`src/rtl/rfs_pkg.sv`:
```
// ----------------------------------------------------------------------------
// rfs_pkg
// shared types, constants and the prefix classifier of the frame splitter
// ----------------------------------------------------------------------------
package rfs_pkg;

  localparam int BUF_DEPTH   = 64;
  localparam int ADDR_W      = $clog2(BUF_DEPTH);
  localparam int FILL_W      = $clog2(BUF_DEPTH + 1);
  localparam int QUEUE_DEPTH = 4;
  localparam int QPTR_W      = $clog2(QUEUE_DEPTH);
  localparam int QCNT_W      = $clog2(QUEUE_DEPTH + 1);

  localparam logic [7:0] CR_BYTE = 8'h0D;
  localparam int         TX_BIT  = 7;
  localparam logic [7:0] CH_A    = 8'h41;
  localparam logic [7:0] CH_B    = 8'h42;
  localparam logic [7:0] CH_C    = 8'h43;
  localparam logic [7:0] CH_G    = 8'h47;
  localparam logic [7:0] CH_H    = 8'h48;
  localparam logic [7:0] CH_I    = 8'h49;
  localparam logic [7:0] CH_J    = 8'h4A;
  localparam logic [7:0] CH_K    = 8'h4B;
  localparam logic [7:0] CH_L    = 8'h4C;
  localparam logic [7:0] CH_M    = 8'h4D;
  localparam logic [7:0] CH_N    = 8'h4E;
  localparam logic [7:0] CH_P    = 8'h50;
  localparam logic [7:0] CH_S    = 8'h53;
  localparam logic [7:0] CH_T    = 8'h54;
  localparam logic [7:0] CH_U    = 8'h55;
  localparam logic [7:0] CH_V    = 8'h56;
  localparam logic [7:0] CH_W    = 8'h57;
  localparam logic [7:0] CH_X    = 8'h58;
  localparam logic [7:0] CH_Z    = 8'h5A;
  localparam logic [7:0] CH_AT   = 8'h40;
  localparam logic [7:0] CH_ONE  = 8'h31;

  typedef enum logic [2:0] {
    KIND_UNKNOWN,
    KIND_FIXED,
    KIND_TO_CR,
    KIND_S,
    KIND_C
  } kind_t;

  typedef struct packed {
    logic [7:0] data;
    logic       is_cr;
    kind_t      kind;
    logic [2:0] flen;
  } item_t;

  typedef struct packed {
    logic [FILL_W-1:0] fill;
    logic              pop;
  } status_t;

  typedef enum logic [3:0] {
    ST_IDLE,
    ST_HEAD,
    ST_PFX,
    ST_S1,
    ST_C1,
    ST_C2,
    ST_FIX,
    ST_CHKCR,
    ST_TOCR,
    ST_TOCRD,
    ST_EMIT_RD,
    ST_EMIT_WR
  } state_t;

  function automatic item_t classify(input logic [7:0] b);
    item_t it;
    it.data  = b;
    it.is_cr = (b == CR_BYTE);
    it.flen  = 3'd0;
    unique case (b) inside
      CH_A, CH_B: begin
        it.kind = KIND_FIXED;
        it.flen = 3'd4;
      end
      CH_M, CH_P: begin
        it.kind = KIND_FIXED;
        it.flen = 3'd2;
      end
      CH_W, CH_G, CH_J, CH_N, CH_H, CH_I, CH_U: begin
        it.kind = KIND_FIXED;
        it.flen = 3'd1;
      end
      CH_K, CH_L: begin
        it.kind = KIND_FIXED;
        it.flen = 3'd3;
      end
      CH_V, CH_AT, CH_X, CH_Z: it.kind = KIND_TO_CR;
      CH_S:                    it.kind = KIND_S;
      CH_C:                    it.kind = KIND_C;
      default:                 it.kind = KIND_UNKNOWN;
    endcase
    return it;
  endfunction

  // circular buffer address of ptr + o, with o at most BUF_DEPTH
  function automatic logic [ADDR_W-1:0] ptr_add(input logic [ADDR_W-1:0] ptr,
                                                input logic [FILL_W-1:0] o);
    logic [FILL_W:0] s;
    s = (FILL_W+1)'(ptr) + (FILL_W+1)'(o);
    if (s >= (FILL_W+1)'(BUF_DEPTH)) begin
      s = s - (FILL_W+1)'(BUF_DEPTH);
    end
    return s[ADDR_W-1:0];
  endfunction

endpackage

```
`src/rtl/rfs_front.sv`:
```
// ----------------------------------------------------------------------------
// rfs_front
// input side: tags each received byte with its prefix class and queues it
// ----------------------------------------------------------------------------
module rfs_front (
  input  logic          clk,
  input  logic          rst,
  input  logic          s_tvalid,
  output logic          s_tready,
  input  logic [7:0]    s_tdata,   // [7:0] rx_byte
  output logic          q_valid,
  input  logic          q_ready,
  output rfs_pkg::item_t q_item
);
  import rfs_pkg::*;

  item_t             q [QUEUE_DEPTH];
  logic [QPTR_W-1:0] wr_ptr;
  logic [QPTR_W-1:0] rd_ptr;
  logic [QCNT_W-1:0] count;
  logic              push;
  logic              pull;

  function automatic logic [QPTR_W-1:0] qinc(input logic [QPTR_W-1:0] p);
    return (p == QPTR_W'(QUEUE_DEPTH - 1)) ? '0 : p + 1'b1;
  endfunction

  assign s_tready = (count != QCNT_W'(QUEUE_DEPTH));
  assign q_valid  = (count != '0);
  assign q_item   = q[rd_ptr];
  assign push     = s_tvalid && s_tready;
  assign pull     = q_valid && q_ready;

  always_ff @(posedge clk) begin
    if (rst) begin
      wr_ptr <= '0;
      rd_ptr <= '0;
      count  <= '0;
    end else begin
      if (push) begin
        wr_ptr <= qinc(wr_ptr);
      end
      if (pull) begin
        rd_ptr <= qinc(rd_ptr);
      end
      if (push && !pull) begin
        count <= count + 1'b1;
      end else if (pull && !push) begin
        count <= count - 1'b1;
      end
    end
  end

  always_ff @(posedge clk) begin
    if (push) begin
      q[wr_ptr] <= classify(s_tdata);
    end
  end

endmodule

```
`src/rtl/rfs_scan.sv`:
```
// ----------------------------------------------------------------------------
// rfs_scan
// back side: byte buffer, frame scanner and output register
// ----------------------------------------------------------------------------
module rfs_scan (
  input  logic             clk,
  input  logic             rst,
  input  logic             q_valid,
  output logic             q_ready,
  input  rfs_pkg::item_t   q_item,
  output logic             m_tvalid,
  input  logic             m_tready,
  output logic [7:0]       m_tdata,
  output logic             m_tlast,
  output rfs_pkg::status_t status
);
  import rfs_pkg::*;

  item_t             mem [BUF_DEPTH];
  item_t             rdata;
  state_t            state;
  state_t            state_next;
  logic [ADDR_W-1:0] head;
  logic [FILL_W-1:0] fill;
  logic [FILL_W-1:0] off;
  logic [FILL_W-1:0] endp;
  logic [2:0]        flen;
  logic              c_one;
  logic [ADDR_W-1:0] raddr;
  logic [ADDR_W-1:0] tail;
  logic [2:0]        c_len;
  logic [2:0]        want_len;
  logic              fix_ok;
  logic              last;
  logic              out_free;
  logic              pop;
  logic              load;

  assign tail     = ptr_add(head, fill);
  assign raddr    = ptr_add(head, off);
  assign out_free = !m_tvalid || m_tready;
  assign last     = ((off + 1'b1) == endp);

  // length of a C frame from its second and third byte
  always_comb begin
    if (c_one && rdata.data == CH_T) begin
      c_len = 3'd4;
    end else if (c_one && rdata.data == CH_X) begin
      c_len = 3'd5;
    end else begin
      c_len = 3'd3;
    end
  end

  always_comb begin
    unique case (state)
      ST_S1:   want_len = 3'd2;
      ST_C2:   want_len = c_len;
      default: want_len = rdata.flen;
    endcase
  end

  assign fix_ok = (fill >= FILL_W'(want_len) + FILL_W'(2));

  // outputs
  always_comb begin
    pop  = (state == ST_IDLE) && q_valid;
    load = (state == ST_EMIT_WR) && out_free;
  end

  assign q_ready     = pop;
  assign status.fill = fill;
  assign status.pop  = pop;

  // next state
  always_comb begin
    state_next = state;
    unique case (state)
      ST_IDLE:    if (q_valid) state_next = ST_HEAD;
      ST_HEAD:    state_next = (fill == '0) ? ST_IDLE : ST_PFX;
      ST_PFX: begin
        unique case (rdata.kind)
          KIND_FIXED: state_next = fix_ok ? ST_FIX : ST_IDLE;
          KIND_TO_CR: state_next = ST_TOCR;
          KIND_S:     state_next = (fill < FILL_W'(2)) ? ST_IDLE : ST_S1;
          KIND_C:     state_next = (fill < FILL_W'(3)) ? ST_IDLE : ST_C1;
          default:    state_next = ST_HEAD;
        endcase
      end
      ST_S1: begin
        if (rdata.data[TX_BIT]) begin
          state_next = fix_ok ? ST_FIX : ST_IDLE;
        end else begin
          state_next = ST_TOCR;
        end
      end
      ST_C1:      state_next = ST_C2;
      ST_C2:      state_next = fix_ok ? ST_FIX : ST_IDLE;
      ST_FIX:     state_next = ST_CHKCR;
      ST_CHKCR:   state_next = rdata.is_cr ? ST_EMIT_RD : ST_HEAD;
      ST_TOCR:    state_next = (off >= fill) ? ST_IDLE : ST_TOCRD;
      ST_TOCRD:   state_next = rdata.is_cr ? ST_EMIT_RD : ST_TOCR;
      ST_EMIT_RD: state_next = ST_EMIT_WR;
      ST_EMIT_WR: begin
        if (load) begin
          state_next = last ? ST_HEAD : ST_EMIT_RD;
        end
      end
      default:    state_next = ST_IDLE;
    endcase
  end

  always_ff @(posedge clk) begin
    if (rst) begin
      state    <= ST_IDLE;
      head     <= '0;
      fill     <= '0;
      m_tvalid <= 1'b0;
    end else begin
      state <= state_next;
      if (load) begin
        m_tvalid <= 1'b1;
        m_tdata  <= rdata.data;
        m_tlast  <= last;
      end else if (m_tready) begin
        m_tvalid <= 1'b0;
      end
      unique case (state)
        ST_IDLE: begin
          off <= '0;
          if (pop) begin
            if (fill == FILL_W'(BUF_DEPTH)) begin
              head <= ptr_add(head, FILL_W'(1));
            end else begin
              fill <= fill + 1'b1;
            end
          end
        end
        ST_HEAD: off <= FILL_W'(1);
        ST_PFX: begin
          unique case (rdata.kind)
            KIND_FIXED: begin
              flen <= rdata.flen;
              off  <= FILL_W'(rdata.flen) + FILL_W'(1);
            end
            KIND_TO_CR: off <= FILL_W'(1);
            KIND_S:     off <= FILL_W'(1);
            KIND_C:     off <= FILL_W'(2);
            default: begin
              head <= ptr_add(head, FILL_W'(1));
              fill <= fill - 1'b1;
              off  <= '0;
            end
          endcase
        end
        ST_S1: begin
          if (rdata.data[TX_BIT]) begin
            flen <= 3'd2;
            off  <= FILL_W'(3);
          end else begin
            off <= FILL_W'(1);
          end
        end
        ST_C1: c_one <= (rdata.data == CH_ONE);
        ST_C2: begin
          flen <= c_len;
          off  <= FILL_W'(c_len) + FILL_W'(1);
        end
        ST_CHKCR: begin
          off <= '0;
          if (rdata.is_cr) begin
            endp <= FILL_W'(flen) + FILL_W'(1);
          end else begin
            head <= ptr_add(head, FILL_W'(1));
            fill <= fill - 1'b1;
          end
        end
        ST_TOCRD: begin
          if (rdata.is_cr) begin
            endp <= off;
            off  <= '0;
          end else begin
            off <= off + 1'b1;
          end
        end
        ST_EMIT_WR: begin
          if (load) begin
            if (last) begin
              head <= ptr_add(head, endp + 1'b1);
              fill <= fill - (endp + 1'b1);
              off  <= '0;
            end else begin
              off <= off + 1'b1;
            end
          end
        end
        default: ;
      endcase
    end
  end

  // byte buffer
  always_ff @(posedge clk) begin
    if (pop) begin
      mem[tail] <= q_item;
    end
  end

  always_ff @(posedge clk) begin
    rdata <= mem[raddr];
  end

endmodule

```
`src/rtl/response_frame_splitter_top.sv`:
```
// ----------------------------------------------------------------------------
// response_frame_splitter_top
// splits a received byte stream into response frames
// ----------------------------------------------------------------------------
// request in (s_*): one received byte per request. a four-entry queue takes
//   bytes while the scanner is busy; s_tready drops only when it is full.
// request out (m_*): frame bytes, prefix first, cr stripped, m_tlast on the
//   final byte of each frame. one registered output stage.
// each byte is appended to a circular buffer of BUF_DEPTH entries (oldest byte
//   dropped when full), then the scanner walks from the buffer head:
//   - append the byte and read the head prefix
//   - check the prefix, or search for the cr one byte at a time
//   - emit the frame bytes while m_tready is high
// the scanner reads the buffer through its single read port.
// reset empties the queue and the buffer and clears m_tvalid. a stalled
// receiver holds the scanner in its emit step; the queue accepts until full.
// ----------------------------------------------------------------------------
module response_frame_splitter_top (
  input  logic       clk,
  input  logic       rst,
  input  logic       s_tvalid,
  output logic       s_tready,
  input  logic [7:0] s_tdata,   // [7:0] rx_byte
  output logic       m_tvalid,
  input  logic       m_tready,
  output logic [7:0] m_tdata,   // [7:0] frame_byte
  output logic       m_tlast
);
  import rfs_pkg::*;

  logic    q_valid;
  logic    q_ready;
  item_t   q_item;
  status_t status;

  rfs_front u_front (
    .clk      (clk),
    .rst      (rst),
    .s_tvalid (s_tvalid),
    .s_tready (s_tready),
    .s_tdata  (s_tdata),
    .q_valid  (q_valid),
    .q_ready  (q_ready),
    .q_item   (q_item)
  );

  rfs_scan u_scan (
    .clk      (clk),
    .rst      (rst),
    .q_valid  (q_valid),
    .q_ready  (q_ready),
    .q_item   (q_item),
    .m_tvalid (m_tvalid),
    .m_tready (m_tready),
    .m_tdata  (m_tdata),
    .m_tlast  (m_tlast),
    .status   (status)
  );

  a_fill_bound: assert property (@(posedge clk) disable iff (rst)
    status.fill <= FILL_W'(BUF_DEPTH))
    else $error("buffer fill beyond depth");

  a_reset_empty: assert property (@(posedge clk)
    rst |=> (status.fill == '0) && !m_tvalid)
    else $error("reset left buffer or output busy");

  a_append: assert property (@(posedge clk) disable iff (rst)
    status.pop |=> (status.fill == $past(status.fill) + 1'b1) ||
                   ($past(status.fill) == FILL_W'(BUF_DEPTH)))
    else $error("append did not grow the buffer");

endmodule

```
`config.mk`:
```
export PLATFORM = sky130hd
export DESIGN_NAME = response_frame_splitter_top
export DESIGN_NICKNAME = d
export VERILOG_FILES = /design/src/rtl/rfs_pkg.sv /design/src/rtl/rfs_front.sv /design/src/rtl/rfs_scan.sv /design/src/rtl/response_frame_splitter_top.sv
export SDC_FILE = /design/constraint.sdc
export NUM_CORES = 1
export LEC_CHECK = 0
export BUFFER_PORTS_ARGS = -buffer_cell sky130_fd_sc_hd__buf_2
export CORE_ASPECT_RATIO = 1.1
export CORE_MARGIN = 5
export CORE_UTILIZATION = 35
export DETAILED_ROUTE_END_ITERATION = 8
export HOLD_SLACK_MARGIN = 0.15
export MAX_ROUTING_LAYER = met4
export PLACE_DENSITY = 0.49
export SETUP_SLACK_MARGIN = 0.02
export SLEW_MARGIN = 10
export SYNTH_ARGS = -nofsm -noshare
export SYNTH_HDL_FRONTEND = slang
export SYNTH_SLANG_ARGS = --single-unit
export TNS_END_PERCENT = 100
```
`constraint.sdc`:
```
create_clock -name clk -period 8.35 [get_ports clk]
set_input_delay 2.505 -clock clk [delete_from_list [all_inputs] [get_ports clk]]
set_output_delay 2.505 -clock clk [all_outputs]
set_load 0.005 [all_outputs]
```
# Yosys cells after proc, flatten, opt, wreduce, memory -nomap -nowiden
# Memories as Yosys holds them, arrays and structs flattened. A register that Yosys moved wholly into a read port is not among the register bits.
# Index checks and enable logic that the tools add are counted.
# totals
ff_bits	52
ram_bits	1020
inputBits	12
output_inout_bits	11
wordCells	200
memories	2
# classes
add_sub_neg	21
n_lt_le_gt_ge	8
eq_ne	55
mux	62
bitwise	1
reduce_logical	38
# memory_table
memory	words	word_bits	rd	rd_ports_with_merged_regs	wr	line	source
u_scan.mem	64	15	1	1	1	rfs_scan.sv:19	item_t mem [BUF_DEPTH];
u_front.q	4	15	1	1	1	rfs_front.sv:17	item_t q [QUEUE_DEPTH];
# op_table
cell	n
$eq A8 B7 Y1 const B	21
$mux W7	11
$mux W6	10
$pmux W7 S7	1
$pmux W4 S12	1
$mux W3	10
$pmux W7 S4	1
$add A6 B7 Y8	3
$ge A8 B7 Y1 const B	3
$mux W4	6
$pmux W3 S4	2
$pmux W6 S4	1
$sub A6 B1 Y6 const B	4
$add A7 B1 Y7 const B	3
$pmux W7 S3	1
$eq A4 B3 Y1 const B	4
$eq A4 B4 Y1 const B	4
$mux W2	8
$pmux W4 S4	1
$ge A7 B7 Y1	2
$lt A7 B2 Y1 const B	2
$pmux W7 S2	1
$reduce_and A7 Y1	2
$reduce_or A13 Y1	1
41 further kinds	82

# Longest topological paths before layout
# Gate-level depths: netlist of the first run.
# depth
ltp_word	10
depth_mapped	15
mapped_depth_nobuf	14

# Hierarchy
# Synthesis of the first run repeated with hierarchy kept, for this count alone.
# hier_totals
cells_unflattened	2395
hier_area_um2	44031.0
# modules_own_cells
module	n_inst	cells_each	area_each_um2	seq_area_each_um2
rfs_scan	1	2229	41168.2	30299.1
rfs_front	1	166	2862.7	1981.9

# Worst setup path before layout of the first run
# OpenSTA, ideal clock, no wires.
# synth_path
path_type	in2reg
startpoint	input port s_tvalid
endpoint	register u_front.count[2]
setup_time_ps	70
arrival_ps	3812
required_time_ps	8280
setup_slack_ps	4467
cell_stages	8
n_path_buf	0
path_cell_list	nand2_1 inv_1 ha_1 inv_1 fa_1 xor2_1 or3_1 a21oi_1
# synth_via
elab_chain_len	4
elab_cells_between_ends	6
cone_classes	mux: 1; reduce/logical: 5
# synth_lines
element	line	source
start, declared	response_frame_splitter_top.sv:21	input logic s_tvalid,
$logic_and A1 B1 Y1 (*)	rfs_front.sv:31	assign push = s_tvalid && s_tready;
named net u_front.push	rfs_front.sv:21	logic push;
$logic_not A1 Y1	rfs_front.sv:48	end else if (pull && !push) begin
$logic_and A1 B1 Y1	rfs_front.sv:48	
$reduce_bool A2 Y1 (no line)	--	
end signal, assigned	rfs_front.sv:47	count <= count + 1'b1;
end signal, assigned	rfs_front.sv:49	count <= count - 1'b1;
end, declared	rfs_front.sv:20	logic [QCNT_W-1:0] count;
# Mark *: on every way through the listed nets, which the timed path passes. The rest lies on a longest branch.
# A chain may end at the register's enable or synchronous reset.

# Worst setup path after layout of the first run
# layout_path
startpoint	register u_scan.off[0]
endpoint	register u_scan.rdata[10] (netlist name)
# layout_via
elab_chain_len	3
elab_cells_between_ends	4
cone_classes	add/sub: 2; order compare: 1; mux: 1
# layout_lines
element	line	source
start, declared	rfs_scan.sv:25	logic [FILL_W-1:0] off;
start signal, assigned	rfs_scan.sv:144	off <= FILL_W'(rdata.flen) + FILL_W'(1);
start signal, assigned	rfs_scan.sv:167	off <= FILL_W'(c_len) + FILL_W'(1);
start signal, assigned	rfs_scan.sv:183	off <= off + 1'b1;
$add A6 B7 Y8 (*)	rfs_pkg.sv:107	s = (FILL_W+1)'(ptr) + (FILL_W+1)'(o);
$ge A8 B7 Y1 or $sub A6 B1 Y6 (tied branches)	rfs_pkg.sv:108, rfs_pkg.sv:109	
$mux W6 (*)	rfs_pkg.sv:108	if (s >= (FILL_W+1)'(BUF_DEPTH)) begin
# Every way passes the cells marked *; elsewhere a longest branch is shown, timed or not.

==> impl_metrics.tcl, run 1 <==
set metrics [dict create \
    fin_hold_ws_ps 486 \
    postCtsHoldBufs 0 \
    dpl.cell_count 3723 \
    final_antenna_net_count 0 \
    ys_top_cells_by_area "edfxtp_1 (72%), mux4_2 (16%), dfxtp_1 (1.9%), mux2i_1 (1.2%), ha_1 (1.2%)" \
    rsz0062_at_grt "no" \
    dominantRegCellSynth "edfxtp_1" \
    async_flop_share_pct 0 \
    clk_latency_ps 700 \
    fin_crit_sh_pct 55.6 \
    status "finished, final reports clean" \
    yosys.area_share.simple_pct 2.88 \
    cts_sinks 1089 \
    clk_pin_slew_ps 60 \
    nNetsFinal 2256 \
    portBuffers 22 \
    ys_ff_latch 1089 \
    slowest_stage "fa_4" \
    finClkSkew_ps 26.3 \
    fp.dieW_um 346 \
    post_cts_buffers 0 \
    fin_util_pct 40.5 \
    fp-row-count 135 \
    grt_max_degree 153 \
    die_h_um 380 \
    firstDrtPassIters 5 \
    crit_type "register to register" \
    place.gp.congestion 0.788 \
    cp_data_required_time_ps 8890 \
    powerDensity_nw_per_um2 323 \
    ioPinCount 23 \
    grt_pass1_vias 21700 \
    synth_fa_ha_area_share_pct 1.49 \
    fin_cells 3940 \
    p_leak_nw 15.8 \
    synth_top_family_by_area "multiplexers" \
    synth_area_um2 43500 \
    max_freq_ghz 0.215 \
    yosys-top-cells-count "edfxtp_1 (1047), mux4_2 (315), nor2_1 (135), mux2i_1 (54), clkbuf_1 (48)" \
    post-dp-hpwl_um 60200 \
    slew_viol_final 0 \
    cts_htree_levels 3 \
    syn_nets 2121 \
    hp-class "register to register" \
    vias 20700 \
    cp.arrival_ps 5180 \
    drtIter0Drc 1723 \
    drc 0 \
    post-synth-top-area-fraction_pct 72.2 \
    viasPerCell 5.25 \
    synth_cells 2061 \
    grt_usage_pct 16.7 \
    setup_tns_ps 0 \
    critPathMaxStageDelay_ps 1080 \
    synth-edff-count 1047 \
    end_kind "register" \
    synth_top_area_cell "edfxtp_1" \
    initial_core_util_pct 35.3 \
    power.total_mw 16.1 \
    wirelength_um 108000 \
    grt_first_pass_wirelength_um 156000 \
    synth_area_per_cell_um2 21.1 \
    hold_viol 0 \
    synth_compound_area_share_pct 1.64 \
    grt_remaining_overflow 0 \
    area_growth_pct 14.7 \
    cts_buffers 114 \
    wl_per_cell_um 27.4 \
    synth_cell_types 61 \
    core_um2 123000 \
    cts_tree "done" \
    synth_most_common_cell "edfxtp_1" \
    cts_buffer_depth 3 \
    max_cap_violations 0 \
    ir_worst_vdd_v 0.000294 \
    synthMuxAreaShare_pct 17.6 \
    dieArea_um2 132000 \
    synth-xor-area-share_pct 1.07 \
    layout-drive-gt1-share_pct 26.8 \
    tightest_slew_ps 1310 \
    cp_cell_sequence "ha_4 > fa_4 > buf_12 > mux4_2 > mux4_2 > mux2i_1 > mux2i_1" \
    cts-resized-gates 0 \
    cp_max_fo 152 \
    cts_root_buf "clkbuf_16" \
    slew_headroom_pct 12.2 \
    antenna_found_initial 0 \
    setup_viol_count_final 0 \
    cp-start-kind "register" \
    ys_seq_area_share_pct 74.1 \
    ys_warn_count 0 \
    period_needed_ps 4640 \
    fillers 10900 \
]
## metal layers
metal,track usage [%],vias up,share of wire [%]
li1,-,8847,-
met3,2.16,134,4.1
met2,28.2,480,52
met4,3.93,0,1.8
met1,21.7,11200,42
met5,-,-,0
## layout make-up
type | count | area, um^2 | area share, %
Sequential cell | 1089 | 32300 | 64.6
Multi-Input combinational cell | 846 | 10800 | 21.6
Clock buffer | 141 | 3090 | 6.18
Tap cell | 1644 | 2060 | 4.12
Timing Repair Buffer | 110 | 828 | 1.66
Clock inverter | 74 | 779 | 1.56
Inverter | 35 | 131 | 0.263
Antenna cell | 1 | 2.50 | 0.00501
## state kept, by name, summed over array words and instances, names as in the netlist, 4 cells and up, named ones only
register / flops
u_scan.head: 6
u_scan.fill: 7
u_scan.state: 4
u_scan.m_tdata: 8
u_scan.mem: 960
u_scan.off: 7
u_front.q: 60
u_scan.endp: 7
u_scan.rdata: 15
## path summary, 6_finish.rpt
path	startpoint	end	slack [ps]	depth (start not counted)
worst max register to register	u_scan.off[0]$_DFFE_PP_	u_scan.rdata[10]$_DFF_P_	3710	7
worst max-delay path	u_scan.off[0]$_DFFE_PP_	u_scan.rdata[10]$_DFF_P_	3710	7
worst min-delay path	u_front.rd_ptr[1]$_SDFFE_PP0P_	register	490	2
worst min register to register	u_front.rd_ptr[1]$_SDFFE_PP0P_	register	490	2
## cell usage in the layout (no fill, tap or decap), drive strengths merged, types with 7 or more instances in the layout
cell	instances
nand2	44
nor2b	9
bufinv	15
nand2b	9
dfxtp	42
a21oi	32
inv	38
nor2	135
o21ai	20
nor3	18
a21o	14
mux4	315
clkinv	50
nand3	21
xor2	14
and3	8
buf	110
edfxtp	1047
ha	43
xnor2	29
clkbuf	141
nor4	7
mux2i	54
## through the flow
stage	area, um^2	worst slack [ps]
2_1_floorplan	43500	4470
3_3_place_gp	46100	3730
3_5_place_dp	46100	3710
4_1_cts	49900	3700
5_1_grt	50000	3610
6_report	50000	3710
## worst max-delay path, delay by kind of cell (launching register included)
kind	cells	cell delay [ps]
buffers and inverters	1	700
adders and majority gates	2	1320
muxes	4	1650
DFF	1	540
## power breakdown
part	switching, mW	internal, mW
logic	2.32	1.50
clock network	2.10	3.08
registers	0.172	6.97
total	4.59	11.6
## cell families after synthesis
family,after synthesis
compound gates,108
xor+xnor,47
buf+inv,126
fa+ha+maj,49
mux,370
simple gates,272
flops,1089
Note: power is estimated with default switching activity, not from simulation.
==> run 2: changes to the inputs <==
- clock period: 8.35 -> 4.7 ns (I/O delays scaled with it)
==> run 2 against run 1 <==
  * Count of clock-buffer cells in the layout increased by 3
  * First-iteration DRC count grew 9.1%
  * Flip-flop and latch count did not move
  * Die area unchanged
  * Core utilization up 0.28 points
  * Via count rose by 0.61%
  * Global-route usage grew 0.65 points
  * Register-to-register slack worse by 3100 ps
  * Clock power grew 82%
  * Power up 81%
  * Clock skew increased by 10 ps
  * Design area rose by 0.68%
  * Critical endpoint is now u_scan.rdata[9]$_DFF_P_
==> impl_metrics.tcl, run 2 (synthesized netlist as in run 1, its figures left out) <==
set metrics [dict create \
    slew_viol_final 0 \
    largest_reg_flops 960 \
    use_met2_pct 28.1 \
    ioPinCount 23 \
    cts_root_buf "clkbuf_16" \
    wl_per_cell_um 28.2 \
    cp_data_required_time_ps 5250 \
    firstDrtPassIters 5 \
    layout-drive-gt1-share_pct 27.7 \
    setup_tns_ps 0 \
    top_usage_layer "met2" \
    p_leak_nw 16.0 \
    cts_buffers 114 \
    r2r_cells 7 \
    cp-startpoint "u_scan.off[0]$_DFFE_PP_" \
    clk_latency_ps 730 \
    wirelength_um 112000 \
    cts_sinks 1089 \
    cp.arrival_ps 4620 \
    crit_type "register to register" \
    viasPerCell 5.25 \
    clk_pin_slew_ps 60 \
    hp-class "register to register" \
    final_cell_mix "edfxtp_1 (1047), mux4_2 (315), nor2_1 (135), clkbuf_16 (115), buf_4 (103)" \
    grt_remaining_overflow 0 \
    vias 20800 \
    largest-register "u_scan.mem" \
    grt_pass1_vias 21800 \
    ff2ff_setup_slack_ps 620 \
    ir_worst_vdd_v 0.000484 \
    initial_core_util_pct 35.3 \
    end_kind "register" \
    setup_viol_count_final 0 \
    cts_buffer_depth 3 \
    hold_viol 0 \
    max_cap_violations 0 \
    portBuffers 22 \
    reg_top3 "u_scan.mem (960), u_front.q (60), u_scan.rdata (15)" \
    max_freq_ghz 0.245 \
    grt_first_pass_wirelength_um 160000 \
    min_to "u_scan.m_tdata[4]$_DFFE_PP_" \
    drtIter0Drc 1880 \
    final_common_cell "edfxtp_1" \
    cts_tree "done" \
    fin_crit_sh_pct 86.8 \
    nNetsFinal 2284 \
    met1_usage_pct 22.4 \
    cts_htree_levels 3 \
    met3_usage_pct 2.97 \
    fp-row-count 135 \
    dieArea_um2 132000 \
    core_um2 123000 \
    tightest_slew_ps 1270 \
    grt_usage_pct 17.3 \
    fin_util_pct 40.8 \
    whs_path_depth 0 \
    period_needed_ps 4080 \
    area_growth_pct 15.5 \
    status "finished, final reports clean" \
    fp.dieW_um 346 \
    cp-start-kind "register" \
    finClkSkew_ps 36.5 \
    drc 0 \
    cts-resized-gates 0 \
    antenna_found_initial 7 \
    post_cts_buffers 0 \
    powerDensity_nw_per_um2 581 \
    final_antenna_net_count 0 \
    grt_max_degree 70 \
    rr_startpoint "u_scan.off[0]$_DFFE_PP_" \
    postCtsHoldBufs 0 \
    die_h_um 380 \
    hold_start "u_scan.rdata[11]$_DFF_P_" \
    rsz0062_at_grt "no" \
    post-dp-hpwl_um 65900 \
    place.gp.congestion 0.882 \
    cp_max_fo 50 \
    rr_endpoint "u_scan.rdata[9]$_DFF_P_" \
    slew_headroom_pct 15.3 \
]
run 2: cell types whose count changed in the layout (fill, tap and decap cells not counted), sizes merged:
cell and delta:
buf +28, bufinv +3, clkinvlp +1, clkinv -6, clkbuf +3, inv +1
run 2: area by class of cell:
class / instances / area, um^2
Antenna cell: 1 / 2.50
Clock buffer: 144 / 3050
Clock inverter: 73 / 870
Fill cell: 10900 / 73000
Inverter: 35 / 131
Multi-Input combinational cell: 846 / 10800
Sequential cell: 1089 / 32300
Tap cell: 1644 / 2060
Timing Repair Buffer: 138 / 1130
run 2: layer usage:
layer	up-vias	wire (um)
met5	-	0
met4	0	3100
met3	140	5680
met2	564	55500
met1	11200	47600
li1	8895	-
run 2: power by group:
| group | internal [mW] | total, mW | switching, mW | leakage (nW) |
|---|---|---|---|---|
| registers | 12.4 | 12.7 | 0.361 | 9.80 |
| clock network | 5.58 | 9.40 | 3.82 | 1.90 |
| logic | 2.77 | 7.08 | 4.31 | 4.31 |
| total | 20.7 | 29.2 | 8.49 | 16.0 |
run 2: worst max-delay path, cell delays in order (launching register included):
cell      delay (ps)
edfxtp_1         540
ha_4             240
fa_4             870
buf_12           300
mux4_2           380
mux4_2           600
mux2i_1          680
mux2i_1          180
run 2: through the flow:
stage / instance area [um^2] / std cells / worst slack, ps / power [mW] / hold WS [ps]
after floorplan: 43500 / 2061 / 1570 / 17.3 / 408
after global placement: 46400 / 3751 / 634 / 20.0 / 434
after detailed placement: 46400 / 3752 / 611 / 20.2 / 457
after CTS: 50300 / 3969 / 553 / 29.6 / 473
after global routing: 50300 / 3969 / 241 / 30.4 / 492
final: 50300 / 3970 / 623 / 29.2 / 476
run 2: worst max-delay path by stage:
stage	to	slack [ps]	depth (start not counted)
after floorplan	u_scan.rdata[0]$_DFF_P_	1570	9
after global placement	u_scan.rdata[9]$_DFF_P_	630	7
after detailed placement	u_scan.rdata[9]$_DFF_P_	610	7
after CTS	u_scan.rdata[9]$_DFF_P_	550	7
after global routing	u_scan.rdata[9]$_DFF_P_	240	7
final	u_scan.rdata[9]$_DFF_P_	620	7
